===== config.mk =====
export PLATFORM = sky130hd
export DESIGN_NAME = tlp_seq
export DESIGN_NICKNAME = d
export VERILOG_FILES = /design/src/rtl/tlp_pkg.sv /design/src/rtl/tlp_seq.sv
export SDC_FILE = /design/constraint.sdc
export NUM_CORES = 1
export LEC_CHECK = 0
export ABC_AREA = 1
export BUFFER_PORTS_ARGS = -buffer_cell sky130_fd_sc_hd__buf_2
export CAP_MARGIN = 20
export CORE_ASPECT_RATIO = 1.1
export CORE_UTILIZATION = 45
export CTS_CLUSTER_SIZE = 24
export DETAILED_ROUTE_END_ITERATION = 8
export PLACE_DENSITY = 0.81
export SYNTH_ARGS = -nofsm -noshare
export SYNTH_HDL_FRONTEND = slang
export SYNTH_SLANG_ARGS = --single-unit

===== constraint.sdc =====
create_clock -name clk -period 7.5 [get_ports clk]
set_input_delay 0.75 -clock clk [delete_from_list [all_inputs] [get_ports clk]]
set_output_delay 0.75 -clock clk [all_outputs]
set_load 0.02 [all_outputs]

===== src/rtl/tlp_pkg.sv =====
// Shared constants, control word and status types, and the microcode ROM of the tape processor.
package tlp_pkg;

	localparam int PROG_DEPTH = 4096;
	localparam int PROG_AW    = $clog2(PROG_DEPTH);
	localparam int TAPE_DEPTH = 1024;
	localparam int TAPE_AW    = $clog2(TAPE_DEPTH);
	localparam int LEN_W      = 13;
	localparam int ADDR_W     = 12;
	localparam int BYTE_W     = 8;
	localparam int OP_W       = 2;
	localparam int STEP_W     = 4;
	localparam int COND_W     = 4;

	// item operations
	localparam logic [OP_W-1:0] OP_LOAD    = 2'd0;
	localparam logic [OP_W-1:0] OP_STEP    = 2'd1;
	localparam logic [OP_W-1:0] OP_RESTART = 2'd2;

	// program characters
	localparam logic [BYTE_W-1:0] CH_RIGHT = 8'h3E;
	localparam logic [BYTE_W-1:0] CH_LEFT  = 8'h3C;
	localparam logic [BYTE_W-1:0] CH_INC   = 8'h2B;
	localparam logic [BYTE_W-1:0] CH_DEC   = 8'h2D;
	localparam logic [BYTE_W-1:0] CH_OUT   = 8'h2E;
	localparam logic [BYTE_W-1:0] CH_IN    = 8'h2C;
	localparam logic [BYTE_W-1:0] CH_OPEN  = 8'h5B;
	localparam logic [BYTE_W-1:0] CH_CLOSE = 8'h5D;

	// jump conditions
	localparam logic [COND_W-1:0] C_NEVER     = 4'd0;
	localparam logic [COND_W-1:0] C_ALWAYS    = 4'd1;
	localparam logic [COND_W-1:0] C_ITEM      = 4'd2;
	localparam logic [COND_W-1:0] C_OUT_FREE  = 4'd3;
	localparam logic [COND_W-1:0] C_CLR_MORE  = 4'd4;
	localparam logic [COND_W-1:0] C_BOOT      = 4'd5;
	localparam logic [COND_W-1:0] C_FWD       = 4'd6;
	localparam logic [COND_W-1:0] C_NBWD      = 4'd7;
	localparam logic [COND_W-1:0] C_J_END     = 4'd8;
	localparam logic [COND_W-1:0] C_J_ZERO    = 4'd9;
	localparam logic [COND_W-1:0] C_F_NOMATCH = 4'd10;
	localparam logic [COND_W-1:0] C_B_NOMATCH = 4'd11;

	// microprogram addresses
	localparam logic [STEP_W-1:0] U_BOOT  = 4'd0;
	localparam logic [STEP_W-1:0] U_CLR   = 4'd1;
	localparam logic [STEP_W-1:0] U_CLRE  = 4'd2;
	localparam logic [STEP_W-1:0] U_DONE  = 4'd3;
	localparam logic [STEP_W-1:0] U_IDLE  = 4'd4;
	localparam logic [STEP_W-1:0] U_LOAD  = 4'd5;
	localparam logic [STEP_W-1:0] U_FETCH = 4'd6;
	localparam logic [STEP_W-1:0] U_EXEC  = 4'd7;
	localparam logic [STEP_W-1:0] U_EXEC2 = 4'd8;
	localparam logic [STEP_W-1:0] U_BRD   = 4'd9;
	localparam logic [STEP_W-1:0] U_BCHK  = 4'd10;
	localparam logic [STEP_W-1:0] U_BOUT  = 4'd11;
	localparam logic [STEP_W-1:0] U_FRD   = 4'd12;
	localparam logic [STEP_W-1:0] U_FCHK  = 4'd13;
	localparam logic [STEP_W-1:0] U_FOUT  = 4'd14;
	localparam logic [STEP_W-1:0] U_ERR   = 4'd15;

	typedef struct packed {
		logic [COND_W-1:0] cond;
		logic [STEP_W-1:0] target;
		logic              dispatch;
		logic              hold;
		logic              in_ready;
		logic              clr_run;
		logic              clr_wr;
		logic              boot_clr;
		logic              out_load;
		logic              prog_wr;
		logic              prd_pc;
		logic              prd_j;
		logic              tape_rd;
		logic              exec;
		logic              fscan;
		logic              bscan_rd;
		logic              bscan;
		logic              set_err;
	} tlp_ctl_t;

	typedef struct packed {
		logic            item;
		logic [OP_W-1:0] op;
		logic            halted;
		logic            out_free;
		logic            clr_more;
		logic            boot;
		logic            fwd_go;
		logic            bwd_go;
		logic            j_end;
		logic            j_zero;
		logic            f_match;
		logic            b_match;
	} tlp_stat_t;

	typedef struct packed {
		logic              out_valid;
		logic [BYTE_W-1:0] out_byte;
		logic              halted;
		logic              bracket_error;
		logic [LEN_W-1:0]  position;
	} tlp_res_t;

	function automatic tlp_ctl_t ucode(input logic [STEP_W-1:0] step);
		tlp_ctl_t c;
		c = '0;
		case (step)
			U_BOOT: begin
				c.clr_run = 1'b1;
				c.cond    = C_NEVER;
			end
			U_CLR: begin
				c.clr_wr = 1'b1;
				c.cond   = C_CLR_MORE;
				c.target = U_CLR;
			end
			U_CLRE: begin
				c.boot_clr = 1'b1;
				c.cond     = C_BOOT;
				c.target   = U_IDLE;
			end
			U_DONE: begin
				c.out_load = 1'b1;
				c.hold     = 1'b1;
				c.cond     = C_OUT_FREE;
				c.target   = U_IDLE;
			end
			U_IDLE: begin
				c.in_ready = 1'b1;
				c.hold     = 1'b1;
				c.dispatch = 1'b1;
				c.cond     = C_ITEM;
			end
			U_LOAD: begin
				c.prog_wr = 1'b1;
				c.cond    = C_ALWAYS;
				c.target  = U_DONE;
			end
			U_FETCH: begin
				c.prd_pc  = 1'b1;
				c.tape_rd = 1'b1;
				c.cond    = C_NEVER;
			end
			U_EXEC: begin
				c.exec   = 1'b1;
				c.cond   = C_FWD;
				c.target = U_FRD;
			end
			U_EXEC2: begin
				c.cond   = C_NBWD;
				c.target = U_DONE;
			end
			U_BRD: begin
				c.bscan_rd = 1'b1;
				c.cond     = C_J_ZERO;
				c.target   = U_ERR;
			end
			U_BCHK: begin
				c.bscan  = 1'b1;
				c.cond   = C_B_NOMATCH;
				c.target = U_BRD;
			end
			U_BOUT: begin
				c.cond   = C_ALWAYS;
				c.target = U_DONE;
			end
			U_FRD: begin
				c.prd_j  = 1'b1;
				c.cond   = C_J_END;
				c.target = U_ERR;
			end
			U_FCHK: begin
				c.fscan  = 1'b1;
				c.cond   = C_F_NOMATCH;
				c.target = U_FRD;
			end
			U_FOUT: begin
				c.cond   = C_ALWAYS;
				c.target = U_DONE;
			end
			U_ERR: begin
				c.set_err = 1'b1;
				c.cond    = C_ALWAYS;
				c.target  = U_DONE;
			end
			default: begin
				c.cond   = C_ALWAYS;
				c.target = U_IDLE;
			end
		endcase
		return c;
	endfunction

endpackage


===== src/rtl/tlp_seq.sv =====
// Microcode sequencer: step counter, control ROM, condition select and jumps.
module tlp_seq (
	input  logic              clk,
	input  logic              arst_n,
	input  tlp_pkg::tlp_stat_t stat,
	output tlp_pkg::tlp_ctl_t  ctl
);
	import tlp_pkg::*;

	logic [STEP_W-1:0] step_q;
	logic [STEP_W-1:0] step_d;
	logic [STEP_W-1:0] disp_tgt;
	logic              take;

	always_comb begin
		ctl = ucode(step_q);
	end

	always_comb begin
		case (ctl.cond)
			C_NEVER:     take = 1'b0;
			C_ALWAYS:    take = 1'b1;
			C_ITEM:      take = stat.item;
			C_OUT_FREE:  take = stat.out_free;
			C_CLR_MORE:  take = stat.clr_more;
			C_BOOT:      take = stat.boot;
			C_FWD:       take = stat.fwd_go;
			C_NBWD:      take = !stat.bwd_go;
			C_J_END:     take = stat.j_end;
			C_J_ZERO:    take = stat.j_zero;
			C_F_NOMATCH: take = !stat.f_match;
			C_B_NOMATCH: take = !stat.b_match;
			default:     take = 1'b0;
		endcase
	end

	// entry point of each item kind
	always_comb begin
		case (stat.op)
			OP_LOAD:    disp_tgt = U_LOAD;
			OP_STEP:    disp_tgt = stat.halted ? U_DONE : U_FETCH;
			OP_RESTART: disp_tgt = U_BOOT;
			default:    disp_tgt = U_DONE;
		endcase
	end

	always_comb begin
		if (take) begin
			step_d = ctl.dispatch ? disp_tgt : ctl.target;
		end else if (ctl.hold) begin
			step_d = step_q;
		end else begin
			step_d = STEP_W'(step_q + 1'b1);
		end
	end

	always_ff @(posedge clk or negedge arst_n) begin
		if (!arst_n) begin
			step_q <= U_BOOT;
		end else begin
			step_q <= step_d;
		end
	end

endmodule


==> results.md <==
* Status: complete, no violations
* Routed length per instance at roughly 11 um
* CP max FO at 7
* Cell Area, Synth at 943 sq um
* Wirelength, routed at about 2.3 mm
* Synth Area in Compound Gates at 6.50%
* Worst setup path class: reg -> out
* Crit-path slowest cell: dfrtp_1
* Slowest stage delay, CP at around 0.42 ns
* #FFs+latches synth at 4
* Largest family of logic cells by synthesized area: simple AND/OR/NAND/NOR gates
* Iter 0 DRT Violations at 15
* P&R area growth vs syn at 22.3%
* Final core occ at slightly below 60%
* CTS sink count at 4
* Initial antenna violation count at 0
* Max reg flops at 4
* Clk root buf: clkbuf_4
* Max Slew Vio Count at 0
* RSZ-0062 raised after global routing: no
* Core Area at approximately 2000 sq um
* Reg clk slew, reported paths at ~0.04 ns
* WHS at around 0.31 ns
* Final hold viol count at 0
* H-tree depth at 1
* Site Rows at 17
* Synth Area in Simple Gates at ~52%
* CTS tree: yes
* Post-detail-place hpwl at 2.06 mm
* Placer Congestion at 0.875
* Fillers at 209
* Starting density of the core at a little under half
* Synth cell types at 28
* Largest net degree at the start of global routing at 16
* CP Capture Type: output pin
* Worst-Margin Slew at 0.531 ns
* Clk buf depth at 2
* Dpl cell area at 1130 sq um
* First-pass GRT wire length at 3.84 mm
* DRC at 0
* Via count at 1056
* Fraction of layout cells with a size suffix above 1 at 38.0%
* Most flops, register: step_q
* Detail Route Antenna Nets at 0
* Worst skew pair latency at 0.24 ns
* Slew headroom at 64.6%
* Critical Path RT at 6.75 ns
* Design area at about 1200 sq um
* Post-Synth XOR/XNOR Area at 1.86%
* Total inserted antenna cells at 0
* Fin crit share at about 38%
* Top-Level Pins at 39
* Overflow after GRT at 0
* Biggest regs: step_q (4)
* CP Launch Type: flop
* Multiplexer area fraction after synthesis at 0%
* Top cell by count, worst path: nand2_1
* Mapped Avg Cell Area at between 6 and 7 sq um
* Hold WC Path Type: in -> async
* Die height at 50.0 um
* Layout Skew at 0.00120 ns
* Data arrival time of the worst path at slightly above 2 ns
* Setup TNS Final at 0 ns
* Max cap viols at 0
* CP cell instances: inv_1, ha_1, nand2_1, nand2_1, nand2_1, nand3_1, nor2_1, inv_2, nor3_1, inv_1, buf_2
* CTS Hold Buffers Added at 0
* Total CTS buffers at 3
* Final Critical Period at 2.82 ns
* Final setup viols at 0
* Layout Nets at 209
* Seq/Total Area, Yosys at 10.6%
* Adder-cell share of the synthesized area at about a tenth
* Die area at between 2000 and 2500 sq um
* Total track usage at 22.2%
* CTS resizes at 0
* Vias in the first global route at 950
* DR pass1 iterations at 4
* Post-CTS Setup Inserts at 0
* Yosys warning total at 0
* Vias per cell at 4.98
* DIE WIDTH at approximately 46 um
* Max Freq at 355 MHz
* Syn_nets at 170
* Input/output buffers at 38
* Cells after Synth at 147
-- kinds of logic (layout without fill, tap and decap cells) --
family                     count (synthesis)  count (layout)
adders and majority gates                  8               8
xor gates and xnor gates                   2               2
buffers and inverters                     38              75
and+or+nand+nor                           85              85
AOI/OAI and AO/OA                         10              10
DFF                                        4               4
-- metal layers --
layer | routed length (um) | vias up | track usage (%)
li1 | - | 545 | -
met1 | 931 | 471 | 23.8
met2 | 1280 | 36 | 41.9
met3 | 116 | 4 | 3.30
met4 | 24 | 0 | 6.57
met5 | 0 | - | 0
-- cells in the final DEF (no fill, tap or decap) --
master and instances:
buf_2 38, nand2_1 28, inv_1 27, nand3_1 19, nand4_1 9, ha_1 8
nand3_2 6, inv_2 5, nor3_1 5, nor2_1 4, nor2_2 4, dfrtp_1 4
nor2_4 3, o21ai_0 3, clkbuf_4 3, nand2_4 2, nand2_2 2, inv_4 2
a21oi_1 2, o21ai_2 2, nand2_8 1, o21ai_1 1, nand3_4 1, o21bai_1 1
xor2_1 1, o22ai_1 1, or2_2 1, xnor2_1 1
-- cell usage after synthesis (all sizes together) --
| cell type | n | area share, % |
|---|---|---|
| nor3 | 5 | 2.7 |
| o21bai | 1 | 0.80 |
| inv | 34 | 14 |
| a21oi | 2 | 1.1 |
| nand2 | 33 | 17 |
| xnor2 | 1 | 0.93 |
| nand3 | 26 | 18 |
| ha | 8 | 11 |
| or2 | 1 | 0.66 |
| dfrtp | 4 | 11 |
| nand4 | 9 | 6.0 |
| nor2 | 11 | 7.8 |
| buf | 4 | 4.0 |
| o21ai | 6 | 4.0 |
| xor2 | 1 | 0.93 |
| o22ai | 1 | 0.66 |
-- worst paths after layout --
path / startpoint / end / slack [ns] / cells past startpoint
max in group asynchronous: arst_n / step_q[3] / 7.06 / 1
worst min-delay path: arst_n / step_q[1] / 0.31 / 1
min in group clk: step_q[1] / step_q[1] / 0.62 / 2
worst max-delay path: step_q[0] / ctl[16] / 4.69 / 11
worst min register to register: step_q[1] / step_q[1] / 0.62 / 2
worst max register to register: step_q[0] / step_q[1] / 4.78 / 19
-- layout make-up --
cell class / instances / area, sq um / share of cell area (%)
clock buffer: 3 / 22.5 / 1.95
inverter: 34 / 133 / 11.5
timing repair buffer: 38 / 190 / 16.5
tap: 28 / 35.0 / 3.04
sequential: 4 / 100 / 8.68
multi-input combinational: 105 / 673 / 58.4
-- worst max-delay path, delay by kind of cell (launching register included) --
kind / cells / cell delay (ns)
flops: 1 / 0.42
simple gates: 6 / 0.75
buf+inv: 4 / 0.37
fa+ha+maj: 1 / 0.29
-- stage by stage --
| stage | setup slack (ns) | cells |
|---|---|---|
| after detailed placement | 4.79 | 209 |
| after global routing | 4.49 | 212 |
| after floorplan | 4.73 | 147 |
| final | 4.69 | 212 |
| after CTS | 4.68 | 212 |
| after global placement | 4.90 | 209 |
Power is left out: the tool's default activity adds up to more than one toggle a clock period on the data nets, which glitch-free logic cannot reach.
